## src/lmds_pkg.sv

```systemverilog
// shared types and constants for the led matrix scan core
package lmds_pkg;

    // command codes on the input channel
    localparam logic [1:0] CMD_START = 2'd0;
    localparam logic [1:0] CMD_DATA  = 2'd1;
    localparam logic [1:0] CMD_TICK  = 2'd2;

    // power-up frame pattern: first bytes of bank 0
    localparam logic [7:0] INIT_BYTE  = 8'hC0;
    localparam int         INIT_COUNT = 8;

    // depth of the queue between front and back
    localparam int QDEPTH = 2;

    // classified operation handed to the back end
    typedef enum logic [1:0] {
        OP_START = 2'd0,
        OP_DATA  = 2'd1,
        OP_TICK  = 2'd2
    } op_t;

    typedef struct packed {
        op_t        op;
        logic [7:0] data;
    } work_t;

    // queue side of the front/back link
    typedef struct packed {
        logic  valid;
        work_t item;
    } work_link_t;

endpackage

```

## src/lmds_front.sv

```systemverilog
// front end: accepts words, classifies commands and queues them for the back end
module lmds_front import lmds_pkg::*; (
    input  logic       aclk,
    input  logic       aresetn,
    input  logic       s_valid,
    output logic       s_ready,
    input  logic [1:0] s_command,
    input  logic [7:0] s_write_data,
    output work_link_t q_link,
    input  logic       q_ready
);

    localparam int PW = (QDEPTH > 1) ? $clog2(QDEPTH) : 1;
    localparam int CW = $clog2(QDEPTH + 1);

    work_t           slot_reg [QDEPTH];
    logic [PW-1:0]   wptr_reg, wptr_next;
    logic [PW-1:0]   rptr_reg, rptr_next;
    logic [CW-1:0]   count_reg, count_next;

    logic            accept;
    logic            push;
    logic            pop;
    work_t           item;

    // decode the command; the unused code is taken and dropped
    always_comb begin
        item.data = s_write_data;
        item.op   = OP_START;
        push      = 1'b0;
        unique case (s_command)
            CMD_START: begin
                item.op = OP_START;
                push    = 1'b1;
            end
            CMD_DATA: begin
                item.op = OP_DATA;
                push    = 1'b1;
            end
            CMD_TICK: begin
                item.op = OP_TICK;
                push    = 1'b1;
            end
            default: begin
                push = 1'b0;
            end
        endcase
    end

    assign s_ready = (count_reg != CW'(QDEPTH));
    assign accept  = s_valid && s_ready;
    assign pop     = q_link.valid && q_ready;

    // queue pointers
    always_comb begin
        wptr_next  = wptr_reg;
        rptr_next  = rptr_reg;
        count_next = count_reg;
        if (accept && push) begin
            wptr_next = (wptr_reg == PW'(QDEPTH - 1)) ? '0 : wptr_reg + PW'(1);
        end
        if (pop) begin
            rptr_next = (rptr_reg == PW'(QDEPTH - 1)) ? '0 : rptr_reg + PW'(1);
        end
        priority if ((accept && push) && !pop) begin
            count_next = count_reg + CW'(1);
        end else if (!(accept && push) && pop) begin
            count_next = count_reg - CW'(1);
        end
    end

    always_ff @(posedge aclk) begin
        if (!aresetn) begin
            wptr_reg  <= '0;
            rptr_reg  <= '0;
            count_reg <= '0;
        end else begin
            wptr_reg  <= wptr_next;
            rptr_reg  <= rptr_next;
            count_reg <= count_next;
        end
    end

    // queue storage
    always_ff @(posedge aclk) begin
        if (accept && push) begin
            slot_reg[wptr_reg] <= item;
        end
    end

    assign q_link.valid = (count_reg != '0);
    assign q_link.item  = slot_reg[rptr_reg];

    // queue never overfills
    a_count_bound: assert property (@(posedge aclk) disable iff (!aresetn)
        count_reg <= CW'(QDEPTH))
        else $error("queue count out of range");

    // a pop without a push empties by exactly one entry
    a_pop_count: assert property (@(posedge aclk) disable iff (!aresetn)
        (pop && !(accept && push)) |=> (count_reg == $past(count_reg) - CW'(1)))
        else $error("queue count not decremented on pop");

endmodule

```

## src/lmds_back.sv

```systemverilog
// back end: frame banks, write pointer, row scan and result register
module lmds_back import lmds_pkg::*; #(
    parameter int ROWS          = 8,
    parameter int BYTES_PER_ROW = 4
) (
    input  logic        aclk,
    input  logic        aresetn,
    input  work_link_t  q_link,
    output logic        q_ready,
    output logic        m_valid,
    input  logic        m_ready,
    output logic [7:0]  m_row_enable,
    output logic [31:0] m_column_data,
    output logic        m_swap_flag
);

    localparam int RW    = $clog2(ROWS);
    localparam int BW    = (BYTES_PER_ROW > 1) ? $clog2(BYTES_PER_ROW) : 1;
    localparam int DEPTH = 2 * ROWS;
    localparam int AW    = $clog2(DEPTH);
    localparam int WW    = 8 * BYTES_PER_ROW;

    localparam logic [RW-1:0] LAST_ROW  = RW'(ROWS - 1);
    localparam logic [BW-1:0] LAST_BYTE = BW'(BYTES_PER_ROW - 1);

    typedef enum logic [1:0] {
        ST_RUN  = 2'b01,
        ST_READ = 2'b10
    } state_t;

    state_t             state_reg, state_next;

    // frame store: one word per row, per-byte valid bits over the reset pattern
    logic [WW-1:0]            mem [DEPTH];
    logic [BYTES_PER_ROW-1:0] vld_reg [DEPTH];

    logic [RW-1:0] wr_row_reg, wr_row_next;
    logic [BW-1:0] wr_byte_reg, wr_byte_next;
    logic          full_reg, full_next;
    logic          front_bank_reg, front_bank_next;
    logic          swap_ind_reg, swap_ind_next;
    logic [RW-1:0] scan_row_reg, scan_row_next;
    logic          bank_latch_reg, bank_latch_next;
    logic          flag_start_reg, flag_start_next;
    logic          out_valid_reg, out_valid_next;

    logic                     wr_en;
    logic [AW-1:0]            wr_addr;
    logic                     rd_en;
    logic [AW-1:0]            rd_addr;
    logic                     rd_bank;

    logic [WW-1:0]            rd_word_reg;
    logic [BYTES_PER_ROW-1:0] rd_valid_reg;
    logic                     rd_bank_reg;
    logic [RW-1:0]            rd_row_reg;
    logic                     rd_swap_reg;

    logic [7:0]  row_enable_reg;
    logic [31:0] column_data_reg;
    logic        swap_flag_reg;

    logic        pop;
    logic [7:0]  col_byte [4];
    logic [4:0]  row_wide;

    // back bank address for writes, latched bank address for row reads
    assign wr_addr = front_bank_reg ? AW'(wr_row_reg) : AW'(ROWS) + AW'(wr_row_reg);
    assign rd_bank = (scan_row_reg == LAST_ROW) ? front_bank_reg : bank_latch_reg;
    assign rd_addr = rd_bank ? AW'(ROWS) + AW'(scan_row_reg) : AW'(scan_row_reg);

    assign pop = q_link.valid && q_ready;

    // operation sequencer
    always_comb begin
        state_next      = state_reg;
        wr_row_next     = wr_row_reg;
        wr_byte_next    = wr_byte_reg;
        full_next       = full_reg;
        front_bank_next = front_bank_reg;
        swap_ind_next   = swap_ind_reg;
        scan_row_next   = scan_row_reg;
        bank_latch_next = bank_latch_reg;
        flag_start_next = flag_start_reg;
        out_valid_next  = out_valid_reg && !m_ready;
        wr_en           = 1'b0;
        rd_en           = 1'b0;
        q_ready         = 1'b0;
        unique case (state_reg)
            ST_RUN: begin
                q_ready = (q_link.item.op != OP_TICK) || !out_valid_reg || m_ready;
                if (pop) begin
                    unique case (q_link.item.op)
                        OP_START: begin
                            wr_row_next  = '0;
                            wr_byte_next = '0;
                            full_next    = 1'b0;
                        end
                        OP_DATA: begin
                            if (!full_reg) begin
                                wr_en = 1'b1;
                                if (wr_byte_reg == LAST_BYTE) begin
                                    wr_byte_next = '0;
                                    if (wr_row_reg == LAST_ROW) begin
                                        full_next   = 1'b1;
                                        wr_row_next = '0;
                                    end else begin
                                        wr_row_next = wr_row_reg + RW'(1);
                                    end
                                end else begin
                                    wr_byte_next = wr_byte_reg + BW'(1);
                                end
                            end else begin
                                swap_ind_next   = 1'b1;
                                front_bank_next = !front_bank_reg;
                            end
                        end
                        OP_TICK: begin
                            rd_en      = 1'b1;
                            state_next = ST_READ;
                            if (scan_row_reg == LAST_ROW) begin
                                bank_latch_next = front_bank_reg;
                                flag_start_next = swap_ind_reg;
                            end
                            if (scan_row_reg == '0) begin
                                if (flag_start_reg) begin
                                    swap_ind_next = 1'b0;
                                end
                                scan_row_next = LAST_ROW;
                            end else begin
                                scan_row_next = scan_row_reg - RW'(1);
                            end
                        end
                        default: begin
                            state_next = ST_RUN;
                        end
                    endcase
                end
            end
            ST_READ: begin
                out_valid_next = 1'b1;
                state_next     = ST_RUN;
            end
            default: begin
                state_next = ST_RUN;
            end
        endcase
    end

    always_ff @(posedge aclk) begin
        if (!aresetn) begin
            state_reg      <= ST_RUN;
            wr_row_reg     <= '0;
            wr_byte_reg    <= '0;
            full_reg       <= 1'b0;
            front_bank_reg <= 1'b0;
            swap_ind_reg   <= 1'b0;
            scan_row_reg   <= LAST_ROW;
            bank_latch_reg <= 1'b0;
            flag_start_reg <= 1'b0;
            out_valid_reg  <= 1'b0;
        end else begin
            state_reg      <= state_next;
            wr_row_reg     <= wr_row_next;
            wr_byte_reg    <= wr_byte_next;
            full_reg       <= full_next;
            front_bank_reg <= front_bank_next;
            swap_ind_reg   <= swap_ind_next;
            scan_row_reg   <= scan_row_next;
            bank_latch_reg <= bank_latch_next;
            flag_start_reg <= flag_start_next;
            out_valid_reg  <= out_valid_next;
        end
    end

    // frame store write and registered row read
    always_ff @(posedge aclk) begin
        if (wr_en) begin
            mem[wr_addr][8*wr_byte_reg +: 8] <= q_link.item.data;
        end
        if (rd_en) begin
            rd_word_reg <= mem[rd_addr];
            rd_bank_reg <= rd_bank;
            rd_row_reg  <= scan_row_reg;
            rd_swap_reg <= swap_ind_reg;
        end
    end

    // written-byte flags, cleared by reset
    always_ff @(posedge aclk) begin
        if (!aresetn) begin
            for (int i = 0; i < DEPTH; i++) begin
                vld_reg[i] <= '0;
            end
            rd_valid_reg <= '0;
        end else begin
            if (wr_en) begin
                vld_reg[wr_addr][wr_byte_reg] <= 1'b1;
            end
            if (rd_en) begin
                rd_valid_reg <= vld_reg[rd_addr];
            end
        end
    end

    // column bytes: stored byte, or the power-up pattern if never written (zero outside the pattern)
    for (genvar j = 0; j < 4; j++) begin : g_col
        if (j < BYTES_PER_ROW) begin : g_byte
            logic init_hit;
            assign init_hit = !rd_bank_reg &&
                ((int'(rd_row_reg) * BYTES_PER_ROW + j) < INIT_COUNT);
            assign col_byte[j] = rd_valid_reg[j] ? rd_word_reg[8*j +: 8] :
                                 (init_hit ? INIT_BYTE : 8'h00);
        end else begin : g_pad
            assign col_byte[j] = 8'h00;
        end
    end

    assign row_wide = 5'(rd_row_reg);

    // result register
    always_ff @(posedge aclk) begin
        if (state_reg == ST_READ) begin
            row_enable_reg  <= (row_wide < 5'd8) ? (8'd1 << row_wide[2:0]) : 8'd0;
            column_data_reg <= {col_byte[3], col_byte[2], col_byte[1], col_byte[0]};
            swap_flag_reg   <= rd_swap_reg;
        end
    end

    assign m_valid       = out_valid_reg;
    assign m_row_enable  = row_enable_reg;
    assign m_column_data = column_data_reg;
    assign m_swap_flag   = swap_flag_reg;

    // the read state always hands back to the run state in the next cycle
    a_read_one_cycle: assert property (@(posedge aclk) disable iff (!aresetn)
        (state_reg == ST_READ) |=> (state_reg == ST_RUN))
        else $error("read state held longer than one cycle");

    // a row result never lands on an undelivered word
    a_out_free: assert property (@(posedge aclk) disable iff (!aresetn)
        (state_reg == ST_READ) |-> !out_valid_reg)
        else $error("result register overwritten");

    // a full bank parks the pointer at the start
    a_full_parked: assert property (@(posedge aclk) disable iff (!aresetn)
        full_reg |-> (wr_row_reg == '0) && (wr_byte_reg == '0))
        else $error("write pointer moved past end of bank");

    // scan row stays inside the matrix
    a_scan_range: assert property (@(posedge aclk) disable iff (!aresetn)
        scan_row_reg <= LAST_ROW)
        else $error("scan row out of range");

endmodule

```

## src/led_matrix_double_buffer_scan_core.sv

```systemverilog
// top level: double-buffered led matrix row scan core
// a row tick word passes through the queue, the registered row read and the result register
// throughput: start and data words one per cycle while no row tick holds the back end
// a row tick waits for a free result register, then blocks the queue during its row read
// reset: synchronous active-low aresetn clears pointers and queue; scan row set to last
// written-byte flags clear in reset; unwritten bytes read as the power-up frame
module led_matrix_double_buffer_scan_core import lmds_pkg::*; #(
    parameter int ROWS          = 8,
    parameter int BYTES_PER_ROW = 4
) (
    input  logic        aclk,
    input  logic        aresetn,
    input  logic        s_valid,
    output logic        s_ready,
    input  logic [1:0]  s_command,
    input  logic [7:0]  s_write_data,
    output logic        m_valid,
    input  logic        m_ready,
    output logic [7:0]  m_row_enable,
    output logic [31:0] m_column_data,
    output logic        m_swap_flag
);

    work_link_t q_link;
    logic       q_ready;

    // accept and classify
    lmds_front u_front (
        .aclk         (aclk),
        .aresetn      (aresetn),
        .s_valid      (s_valid),
        .s_ready      (s_ready),
        .s_command    (s_command),
        .s_write_data (s_write_data),
        .q_link       (q_link),
        .q_ready      (q_ready)
    );

    // frame store and scan
    lmds_back #(
        .ROWS          (ROWS),
        .BYTES_PER_ROW (BYTES_PER_ROW)
    ) u_back (
        .aclk          (aclk),
        .aresetn       (aresetn),
        .q_link        (q_link),
        .q_ready       (q_ready),
        .m_valid       (m_valid),
        .m_ready       (m_ready),
        .m_row_enable  (m_row_enable),
        .m_column_data (m_column_data),
        .m_swap_flag   (m_swap_flag)
    );

endmodule
```

## config.mk

```make
export PLATFORM = sky130hd
export DESIGN_NAME = led_matrix_double_buffer_scan_core
export DESIGN_NICKNAME = d
export VERILOG_FILES = /design/src/lmds_pkg.sv /design/src/lmds_front.sv /design/src/lmds_back.sv /design/src/led_matrix_double_buffer_scan_core.sv
export SDC_FILE = /design/constraint.sdc
export NUM_CORES = 1
export LEC_CHECK = 0
export BUFFER_PORTS_ARGS = -buffer_cell sky130_fd_sc_hd__buf_2
export CAP_MARGIN = 20
export CORE_MARGIN = 2
export CORE_UTILIZATION = 45
export DETAILED_ROUTE_END_ITERATION = 10
export MAX_ROUTING_LAYER = met4
export RECOVER_POWER = 50
export SETUP_SLACK_MARGIN = 0.15
export SYNTH_ARGS = -nofsm -noshare
export SYNTH_HDL_FRONTEND = slang
export SYNTH_SLANG_ARGS = --single-unit
```

## constraint.sdc

```tcl
create_clock -name aclk -period 2.8 [get_ports aclk]
set_input_delay 0.56 -clock aclk [delete_from_list [all_inputs] [get_ports aclk]]
set_output_delay 0.56 -clock aclk [all_outputs]
set_load 0.02 [all_outputs]
```

==> out/results.tsv, run 1 <==
stage	metric	value	unit
clock_network	cts_buffers	73	
clock_network	clockRootBuffer	sky130_fd_sc_hd__clkbuf_16	
worst_setup_path	crit_path_start_kind	flop	
layout	mostFrequentLayoutCell	sky130_fd_sc_hd__edfxtp_1	
worst_setup_path	critPathKind	flop to flop	
global_routing	number_of_antenna_violations_at_the_first_check_in_global_routing	0	
clock_network	clock_path_buffers	3	
worst_setup_path	critical_path.max_stage_delay	0.67	ns
layout	final_cell_mix	sky130_fd_sc_hd__edfxtp_1 (610), sky130_fd_sc_hd__mux4_2 (176), sky130_fd_sc_hd__nor2_1 (116)	
route	route.antenna.remaining_nets	0	
placed_design	placement.setup.worst_slack	0.0840	ns
worst_setup_path	worst_setup_path_end_kind	flop	
synth	area_share_of_the_largest_cell_type_after_synthesis	68.4	%
die	core_region_area	58900	sq um
power	power_dens_cells	778	nW/um^2
synth	synth_cell_type_count	46	
worst_setup_path	timing.critical_path.max_delay_family	buffers and inverters	
synth	ys_warn_count	0	
sta	min_period_over_period	90.6	%
route	drcViolationCount	0	
run	cap_viol_max_count	0	
worst_setup_path	worst_path_max_delay_cell	sky130_fd_sc_hd__clkbuf_1	
die	die-height	248	microns
sta	fmax	394	MHz
placed_design	postPlaceCellArea	28800	sq um
synth	async_flop_share	0	%
clock_network	clock_insertion_delay_worst_skew	0.61	ns
power	cellLeakagePower	11.1	nW
layout	final_area	31000	sq um
worst_setup_path	timing.critical_path.cells	inv_1 -> ha_1 -> nand3_1 -> clkbuf_1 -> nor2_1 -> clkbuf_1	
run_status	run_status	finished clean	
clock_network	cts.htree.levels	3	
sta	fin_crit	2.54	ns
global_routing	grt_start_max_net_pins	88	
placed_design	io_buffers	56	
sta	setup_total_negative_slack	0	ns
synth	synth_top_cell_by_area	sky130_fd_sc_hd__edfxtp_1	
synth	synth-edff-count	610	
synth	synth_mux_area_share	15.2	%
worst_hold_path	hold_path_class	primary input to flop	
die	placement_rows	89	
sta	min_hold_slack	0.150	ns
sta	final_critical_path_setup_slack	0.264	ns
synth	yosys_register_bits	699	
clock_network	tritoncts_num_sinks	699	
layout	insertedDiodeCount	0	
clock_network	cts_hold_repair_buffers	0	
die	chipWidth	248	microns
layout	area.growth.synth_to_final	15.9	%
worst_setup_path	data_required_time_at_the_worst_endpoint	3.08	ns
global_routing	grt_usage	20.8	%
sta	final_hold_violation_count	0	
synth	synth_compound_gate_area_share	2.37	%
sta	timing_worst_slew_pin_value	1.31	ns
layout	final_core_util	52.7	%
sta	rsz_0062_raised_after_global_routing	false	
placed_design	place.detailed.hpwl	35.4	mm
synth	syn_nets	1424	
route	num_vias	13400	
route	vias_per_cell	5.55	
synth	synth_xor_xnor_area_share	0.164	%
layout	largest_reg_flops	512	
global_routing	gr-total-overflow	0	
worst_setup_path	timing.critical_path.arrival	2.82	ns
sta	worst_clock_skew	0.0137	ns
worst_setup_path	path_common_cell	sky130_fd_sc_hd__clkbuf_1	
power	ir_worst_vdd	498	uV
synth	area_fraction_in_and_or_nand_and_nor_cells_after_synthesis	4.96	%
route	detail_route.first_pass.iterations	5	
route	drt-total-wl	60.3	mm
worst_setup_path	critPathMaxFanout	16	
worst_setup_path	critPathBufInv	3	
die	starting_density	45.4	%
sta	slew_viol_final	0	
global_routing	grt_pass1_vias	13600	
clock_network	path_clk_slew	0.06	ns
synth	synthAdderAreaFrac	0.795	%
die	io-pin-count	57	
synth	synth_top_family_by_area	multiplexers	
layout	fin_nets	1619	
global_routing	first_pass_grt_wire_length	89.7	mm
sta	final_setup_violation_count	0	
route	post_drt_wl_per_cell	24.9	microns
route	initialDrtViolationCount	1144	
synth	synth.avg_cell_area	19.2	sq um
clock_network	tritoncts	done	
synth	syn_area	26800	sq um
placed_design	gpl_wtd_cong	0.769	
layout	n_fill_cell	4674	
synth	ys_top_cells_by_area	sky130_fd_sc_hd__edfxtp_1 (68%), sky130_fd_sc_hd__mux4_2 (15%), sky130_fd_sc_hd__dfxtp_1 (6.7%)	
layout	layout-drive-gt1-share	24.2	%
synth	synth-seq-area-share	75.1	%
synth	ys.flop_type	sky130_fd_sc_hd__edfxtp_1	
synth	synthCells	1393	
die	die_area	61400	sq um
sta	timing.slew.headroom	12.5	%
power by group:
group | internal, mW | switching (mW)
registers | 11.8 | 0.0953
logic | 0.997 | 1.61
clock network | 5.76 | 3.86
final cells by class:
class	instances	area [sq um]	share of cell area [%]
Multi-Input combinational cell	613	6290	20.3
Sequential cell	699	20100	64.8
Clock buffer	107	2140	6.90
Tap cell	773	967	3.12
Inverter	12	45.0	0.145
Clock inverter	27	256	0.827
Timing Repair Buffer	189	1210	3.90
logic make-up after synthesis:
kind of cell / count (synthesis)
xor+xnor: 5
fa+ha+maj: 17
compound gates: 105
mux: 187
buf+inv: 81
simple gates: 299
flops: 699
metrics by stage:
step,total power [mW],std cells
after floorplan,13.8,1393
after global placement,14.8,2283
after detailed placement,14.8,2283
after CTS,24.5,2417
after global routing,25.0,2420
final,24.1,2420
worst paths after layout:
path	from	end	slack (ns)	depth (start not counted)
min reg2reg	u_back.vld_reg[7][0]	u_back.vld_reg[7][0]	0.46	2
max	u_back.wr_byte_reg[1]	u_back.mem[3][12]	0.26	6
max reg2reg	u_back.wr_byte_reg[1]	u_back.mem[3][12]	0.26	6
min	s_write_data[2]	u_front.slot_reg[1][2]	0.15	1
synth_stat cells (2+ instances only):
| master | instances |
|---|---|
| sky130_fd_sc_hd__buf_6 | 4 |
| sky130_fd_sc_hd__mux4_2 | 176 |
| sky130_fd_sc_hd__and2_1 | 26 |
| sky130_fd_sc_hd__and3b_1 | 3 |
| sky130_fd_sc_hd__nand2b_1 | 5 |
| sky130_fd_sc_hd__buf_1 | 8 |
| sky130_fd_sc_hd__o21ai_1 | 12 |
| sky130_fd_sc_hd__a22oi_1 | 6 |
| sky130_fd_sc_hd__and3_1 | 6 |
| sky130_fd_sc_hd__nor3b_1 | 4 |
| sky130_fd_sc_hd__buf_2 | 28 |
| sky130_fd_sc_hd__clkbuf_1 | 29 |
| sky130_fd_sc_hd__inv_1 | 11 |
| sky130_fd_sc_hd__a211oi_1 | 2 |
| sky130_fd_sc_hd__or3_1 | 4 |
| sky130_fd_sc_hd__nand2_1 | 99 |
| sky130_fd_sc_hd__dfxtp_1 | 89 |
| sky130_fd_sc_hd__a32oi_1 | 3 |
| sky130_fd_sc_hd__mux2i_1 | 10 |
| sky130_fd_sc_hd__nor2b_1 | 9 |
| sky130_fd_sc_hd__edfxtp_1 | 610 |
| sky130_fd_sc_hd__a21oi_1 | 4 |
| sky130_fd_sc_hd__o211ai_1 | 2 |
| sky130_fd_sc_hd__o22ai_1 | 4 |
| sky130_fd_sc_hd__xor2_1 | 2 |
| sky130_fd_sc_hd__nand3_1 | 21 |
| sky130_fd_sc_hd__nor2_1 | 116 |
| sky130_fd_sc_hd__xnor2_1 | 3 |
| sky130_fd_sc_hd__ha_1 | 17 |
| sky130_fd_sc_hd__o21ai_0 | 64 |
routing by layer:
| layer | routed length, microns | vias up | GRT usage [%] | part of all wire (%) |
|---|---|---|---|---|
| li1 | - | 5923 | - | - |
| met1 | 27400 | 7002 | 29.6 | 45 |
| met2 | 28200 | 415 | 31.1 | 47 |
| met3 | 3340 | 95 | 3.13 | 5.5 |
| met4 | 1370 | 0 | 6.82 | 2.3 |
| met5 | 0 | - | - | 0 |
repair_timing:
item / 4_1_cts / 5_1_grt
resized for setup: 2 / 2
setup endpoints to repair: 166 / 358
buffers inserted: 0 / 1
pin swaps: 0 / 1
(Power assumes the default switching activity.)
==> run 2: changes to the inputs <==
--- a/config.mk
+++ b/config.mk
@@ -5,12 +5,13 @@
 export SDC_FILE = /design/constraint.sdc
 export NUM_CORES = 1
 export LEC_CHECK = 0
-export BUFFER_PORTS_ARGS = -buffer_cell sky130_fd_sc_hd__buf_2
 export CAP_MARGIN = 20
 export CORE_MARGIN = 2
 export CORE_UTILIZATION = 45
 export DETAILED_ROUTE_END_ITERATION = 10
+export DONT_BUFFER_PORTS = 1
 export MAX_ROUTING_LAYER = met4
+export PLACE_DENSITY_LB_ADDON = 0.1
 export RECOVER_POWER = 50
 export SETUP_SLACK_MARGIN = 0.15
 export SYNTH_ARGS = -nofsm -noshare
==> run 2 against run 1 <==
Against the previous run: combinational power barely moved; worst setup slack got worse by 0.13 ns; critical path depth is 1 lower.
==> out/results.tsv, run 2 (synthesis gave the netlist of run 1 again) <==
stage	metric	value	unit	change
sta	final_setup_violation_count	0		unchanged
clock_network	clock_path_buffers	3		unchanged
layout	insertedDiodeCount	0		unchanged
worst_setup_path	worst_path_max_delay_cell	sky130_fd_sc_hd__clkbuf_1		
power	switching_share	23.5	%	+0.48 points
global_routing	first_pass_grt_wire_length	91.3	mm	+1.8%
placed_design	io_buffers	0		-100%
route	route.antenna.remaining_nets	0		unchanged
route	drcViolationCount	0		unchanged
placed_design	placement.setup.worst_slack	0.173	ns	+0.0894 ns
placed_design	place.detailed.hpwl	37.0	mm	+4.7%
layout	ff_latch_area	20100	sq um	unchanged
route	vias_per_cell	5.56		+0.19%
die	placement_rows	89		unchanged
layout	fin_nets	1566		-3.3%
run	cap_viol_max_count	0		unchanged
power	share_seq_of_total_power	50.2	%	+0.9 points
worst_hold_path	min_delay_path_depth	1		unchanged
die	io-pin-count	57		unchanged
clock_network	cts_hold_repair_buffers	0		unchanged
layout	n_fill_cell	4720		+0.98%
worst_setup_path	r2r.worst_path.cells	5		-1
global_routing	global_route.peak_usage_layer	met2		
sta	timing_worst_slew_pin_value	1.30	ns	-0.00871 ns
sta	timing.slew.headroom	10.8	%	-1.7 points
sta	final_hold_violation_count	0		unchanged
die	core_region_area	58900	sq um	unchanged
clock_network	clock_insertion_delay_worst_skew	0.60	ns	about the same
worst_setup_path	critical_path.max_stage_delay	0.60	ns	-0.07 ns
clock_network	tritoncts	done		
worst_setup_path	worst_setup_path_end_kind	flop		
clock_network	clockRootBuffer	sky130_fd_sc_hd__clkbuf_16		
worst_setup_path	crit_path_start_kind	flop		
power	ir_worst_vdd	461	uV	-7.5%
clock_network	cts.htree.levels	3		unchanged
layout	largest_reg_flops	512		unchanged
worst_hold_path	hold_path_class	primary input to flop		
layout	layout-drive-gt1-share	24.5	%	+0.30 points
global_routing	grt_util_met1	29.7	%	+0.12 points
global_routing	grt_pass1_vias	13500		-1.1%
die	starting_density	45.4	%	unchanged
power	pwr-share-clk	38.8	%	-1.1 points
global_routing	number_of_antenna_violations_at_the_first_check_in_global_routing	0		unchanged
global_routing	grt_use_met2	32.7	%	+1.5 points
global_routing	grt_start_max_net_pins	79		-10%
sta	rsz_0062_raised_after_global_routing	true		
power	netSwitchingPower	5.59	mW	+0.50%
sta	min_period_over_period	95.2	%	+4.7 points
power	p_comb_share	11.0	%	+0.2 points
clock_network	cts_buffers	72		-1.4%
clock_network	tritoncts_num_sinks	699		unchanged
run_status	run_status	finished clean		
route	initialDrtViolationCount	1126		-1.6%
layout	multi_input_comb_area	6290	sq um	about the same
global_routing	grt_usage	21.3	%	+0.51 points
worst_setup_path	critPathMaxFanout	9		-7
sta	fmax	375	MHz	-4.9%
sta	setup_total_negative_slack	0	ns	unchanged
global_routing	gr-total-overflow	0		unchanged
placed_design	gpl_wtd_cong	0.777		+0.98%
global_routing	use_met3	3.37	%	+0.25 points
sta	slew_viol_final	0		unchanged
route	detail_route.first_pass.iterations	5		unchanged
layout	mostFrequentLayoutCell	sky130_fd_sc_hd__edfxtp_1		
route	drt-total-wl	60.7	mm	+0.74%
die	chipWidth	248	microns	unchanged
die	die-height	248	microns	unchanged
power	cellInternalPower	18.2	mW	-2.2%
layout	final_cell_mix	sky130_fd_sc_hd__edfxtp_1 (610), sky130_fd_sc_hd__mux4_2 (176), sky130_fd_sc_hd__nor2_1 (116)		
power	cellLeakagePower	10.9	nW	-1.4%
worst_setup_path	critPathKind	flop to flop		
sta	fin_crit	2.67	ns	+0.131 ns
worst_setup_path	data_required_time_at_the_worst_endpoint	3.32	ns	+0.24 ns
sta	min_hold_slack	0.0439	ns	-0.106 ns
power	power_dens_cells	775	nW/um^2	-0.41%
layout	area.growth.synth_to_final	14.6	%	
sta	final_critical_path_setup_slack	0.133	ns	-0.131 ns
clock_network	path_clk_slew	0.06	ns	about the same
route	post_drt_wl_per_cell	25.7	microns	+3.2%
worst_setup_path	timing.critical_path.arrival	3.19	ns	+0.37 ns
route	num_vias	13100		-2.2%
die	die_area	61400	sq um	unchanged
worst_setup_path	timing.critical_path.cells	or3b_4 -> a2111oi_4 -> clkbuf_1 -> nand2_2 -> o22ai_1		
sta	worst_clock_skew	0.0140	ns	+0.000315 ns
-- run 2: cell count changes in the layout (fill, tap and decap cells not counted), sizes merged --
cell,previous run,this run
bufinv,5,4
buf,107,100
inv,13,16
clkbuf,189,137
-- run 2: final timing paths --
path	from	end	slack, ns
setup / recovery	u_front.slot_reg[0][8]	u_back.rd_valid_reg[2]	0.13
hold / removal	aresetn	u_back.scan_row_reg[0]	0.04
setup reg to reg	u_front.slot_reg[0][8]	u_back.rd_valid_reg[2]	0.13
hold reg to reg	u_back.vld_reg[0][1]	u_back.vld_reg[0][1]	0.46
-- run 2: power by group through the flow --
stage | sequential, mW | combinational, mW | clock [mW]
global placement | 12.1 | 2.74 | 0
detailed placement | 12.1 | 2.74 | 0
CTS | 11.9 | 2.74 | 9.48
floorplan | 12.1 | 1.76 | 0
finish | 11.9 | 2.61 | 9.23
global route | 11.9 | 2.82 | 9.90
-- run 2: timing repair --
item | 4_1_cts | 5_1_grt
buffers inserted | 0 | 0
endpoints found under the setup margin | 0 | 383
resized for setup | 0 | 3
-- run 2: cell type report --
cell class,count,share of cell area (%)
Sequential cell,699,65.6
Multi-Input combinational cell,613,20.5
Clock buffer,100,6.50
Timing Repair Buffer,137,3.28
Tap cell,773,3.15
Clock inverter,29,0.832
Inverter,12,0.147
-- run 2: stage by stage --
step | total power, mW | area (sq um) | utilization [%] | instances
CTS | 24.1 | 30800 | 52.3 | 2362
finish | 23.8 | 30700 | 52.1 | 2363
global route | 24.7 | 30700 | 52.1 | 2363
detailed placement | 14.9 | 28600 | 48.5 | 2233
floorplan | 13.8 | 26800 | - | 1393
global placement | 14.9 | 28600 | 48.5 | 2233
-- run 2: metal layers --
layer	up-vias	part of all wire (%)
met5	-	0
met4	0	2.2
met3	84	5.0
met2	335	48
met1	6909	45
li1	5815	-
-- run 2: critical path: cells and delay by family, from the launching register on --
| family | cells | cell delay, ns |
|---|---|---|
| AND/OR/NAND/NOR | 2 | 0.80 |
| AO/OA/AOI/OAI | 2 | 0.76 |
| buffers and inverters | 1 | 0.60 |
| flip-flops | 1 | 0.41 |
==> run 3: changes to the inputs <==
--- a/config.mk
+++ b/config.mk
@@ -13,7 +13,8 @@
 export MAX_ROUTING_LAYER = met4
 export PLACE_DENSITY_LB_ADDON = 0.1
 export RECOVER_POWER = 50
-export SETUP_SLACK_MARGIN = 0.15
+export REMOVE_ABC_BUFFERS = 1
+export SETUP_SLACK_MARGIN = 0.4
 export SYNTH_ARGS = -nofsm -noshare
 export SYNTH_HDL_FRONTEND = slang
 export SYNTH_SLANG_ARGS = --single-unit
==> run 3 against run 2 <==
Against the previous run: global-route usage shrank 0.76 points; final cell count fell by 0.34%; maximum frequency is 8.9% higher; flip-flop and latch count is the same; die area did not move.
==> out/results.tsv, run 3 (synthesis gave the netlist of run 1 again) <==
stage	metric	value	unit	change
layout	fin_nets	1559		-0.45%
sta	final_critical_path_setup_slack	0.350	ns	+0.217 ns
sta	min_period_over_period	87.5	%	-7.8 points
worst_setup_path	critPathBufInv	3		+2
route	route.antenna.remaining_nets	0		unchanged
die	placement_rows	89		unchanged
route	drcViolationCount	0		unchanged
placed_design	place.detailed.hpwl	35.9	mm	-2.9%
worst_hold_path	hold_path_class	primary input to flop		
clock_network	clock_insertion_delay_worst_skew	0.60	ns	about the same
die	core_region_area	58900	sq um	unchanged
layout	insertedDiodeCount	0		unchanged
worst_setup_path	data_required_time_at_the_worst_endpoint	3.11	ns	-0.21 ns
power	power_dens_cells	776	nW/um^2	+0.19%
layout	final_cell_mix	sky130_fd_sc_hd__edfxtp_1 (610), sky130_fd_sc_hd__mux4_2 (176), sky130_fd_sc_hd__nor2_1 (112)		
layout	layout-drive-gt1-share	25.8	%	+1.3 points
global_routing	grt_start_max_net_pins	79		unchanged
global_routing	grt_pass1_vias	13500		+0.13%
global_routing	first_pass_grt_wire_length	88.6	mm	-3.0%
power	fin_total_pwr	23.9	mW	+0.46%
die	die_area	61400	sq um	unchanged
clock_network	tritoncts_num_sinks	699		unchanged
sta	timing.slew.headroom	14.5	%	+3.7 points
worst_setup_path	critPathKind	flop to flop		
sta	fmax	408	MHz	+8.9%
route	vias_per_cell	5.53		-0.61%
global_routing	grt_usage	20.6	%	-0.76 points
clock_network	clockRootBuffer	sky130_fd_sc_hd__clkbuf_16		
sta	final_hold_violation_count	0		unchanged
worst_setup_path	timing.critical_path.cells	inv_1 -> ha_1 -> or3_1 -> buf_4 -> nor2_1 -> clkbuf_1		
placed_design	gpl_wtd_cong	0.796		+2.5%
layout	final_core_util	52.2	%	+0.14 points
layout	mostFrequentLayoutCell	sky130_fd_sc_hd__edfxtp_1		
die	io-pin-count	57		unchanged
clock_network	cts.htree.levels	3		unchanged
sta	fin_crit	2.45	ns	-0.217 ns
layout	layout.cells.non_filler	2355		-0.34%
sta	rsz_0062_raised_after_global_routing	false		
route	drt-total-wl	58.9	mm	-3.0%
clock_network	cts_buffers	73		+1.4%
run	cap_viol_max_count	0		unchanged
run_status	run_status	finished clean		
placed_design	postPlaceCellArea	28500	sq um	-0.33%
route	num_vias	13000		-0.94%
sta	timing_worst_slew_pin_value	1.28	ns	-0.0239 ns
worst_setup_path	worst_path_max_delay_cell	sky130_fd_sc_hd__clkbuf_1		
worst_setup_path	timing.critical_path.max_delay_family	buffers and inverters		
sta	slew_viol_final	0		unchanged
worst_setup_path	timing.critical_path.arrival	2.76	ns	-0.43 ns
route	post_drt_wl_per_cell	25.0	microns	-2.6%
layout	final_area	30700	sq um	+0.27%
global_routing	number_of_antenna_violations_at_the_first_check_in_global_routing	1		+1
placed_design	io_buffers	0		unchanged
worst_setup_path	rrSetupSlack	0.35	ns	+0.22 ns
worst_setup_path	critPathMaxFanout	16		+7
worst_setup_path	worst_setup_path_end_kind	flop		
power	ir_worst_vdd	456	uV	-1.0%
clock_network	tritoncts	done		
clock_network	cts_hold_repair_buffers	0		unchanged
die	starting_density	45.4	%	unchanged
power	cellLeakagePower	11.0	nW	+0.63%
worst_setup_path	critical_path.max_stage_delay	0.50	ns	-0.10 ns
layout	n_fill_cell	4720		unchanged
worst_setup_path	crit_path_start_kind	flop		
route	detail_route.first_pass.iterations	6		+1
layout	largest_reg_flops	512		unchanged
global_routing	gr-total-overflow	0		unchanged
die	chipWidth	248	microns	unchanged
sta	worst_clock_skew	0.0189	ns	+0.00491 ns
sta	final_setup_violation_count	0		unchanged
clock_network	path_clk_slew	0.06	ns	about the same
placed_design	placedCellCount	2220		-0.58%
layout	area.growth.synth_to_final	14.9	%	
clock_network	clock_path_buffers	3		unchanged
die	die-height	248	microns	unchanged
placed_design	placement.setup.worst_slack	0.0715	ns	-0.102 ns
route	initialDrtViolationCount	1037		-7.9%
[run 3: changes by cell type in the layout (fill, tap and decap cells not counted), sizes merged]
cell      delta
clkbuf      -18
buf          +8
clkinv       +2
clkinvlp     +1
inv          -1
[run 3: metrics by stage]
stage	setup TNS (ns)	hold slack [ns]
final	0	0.0543
after global routing	0	0.0257
after CTS	0	0.0170
after detailed placement	0	0.406
after global placement	0	0.406
after floorplan	-249.70	0.400
[run 3: area by class of cell]
class / count / area (sq um) / share of cell area (%)
tap: 773 / 967 / 3.15
multi-input combinational: 613 / 6310 / 20.5
inverter: 12 / 45.0 / 0.147
timing repair buffer: 129 / 1010 / 3.28
clock inverter: 31 / 262 / 0.851
sequential: 699 / 20100 / 65.4
clock buffer: 98 / 2050 / 6.65
[run 3: path summary, 6_finish.rpt]
| check | to | from | cells past startpoint |
|---|---|---|---|
| worst max-delay path | u_back.mem[1][7] | u_back.wr_byte_reg[1] | 6 |
| worst min-delay path | u_front.slot_reg[1][3] | s_write_data[3] | 0 |
| worst max register to register | u_back.mem[1][7] | u_back.wr_byte_reg[1] | 6 |
| worst min register to register | u_back.m_swap_flag | u_back.rd_swap_reg | 0 |
[run 3: routing by layer]
layer  routed length (microns)  part of all wire [%]  track usage (%)  vias to the layer above
li1                          -                     -                -                     5803
met1                     25700                    44             27.1                     6841
met4                      1310                   2.2             6.48                        0
met3                      2730                   4.6             3.51                       85
met2                     29200                    50             32.8                      290
met5                         0                     0                -                        -
[run 3: power by group]
part           internal, mW  switching [mW]  leakage [nW]
Clock                  5.49            3.85          1.13
Sequential             11.8           0.135          7.12
Combinational          1.05            1.53          2.72
Total                  18.3            5.52          11.0
[run 3: timing repair]
item | in CTS | in global routing
endpoints found under the setup margin | 559 | 593
hold endpoints to repair | 0 | 0
setup buffers | 4 | 2
gates resized for setup | 5 | 10
pin swaps | 1 | 1
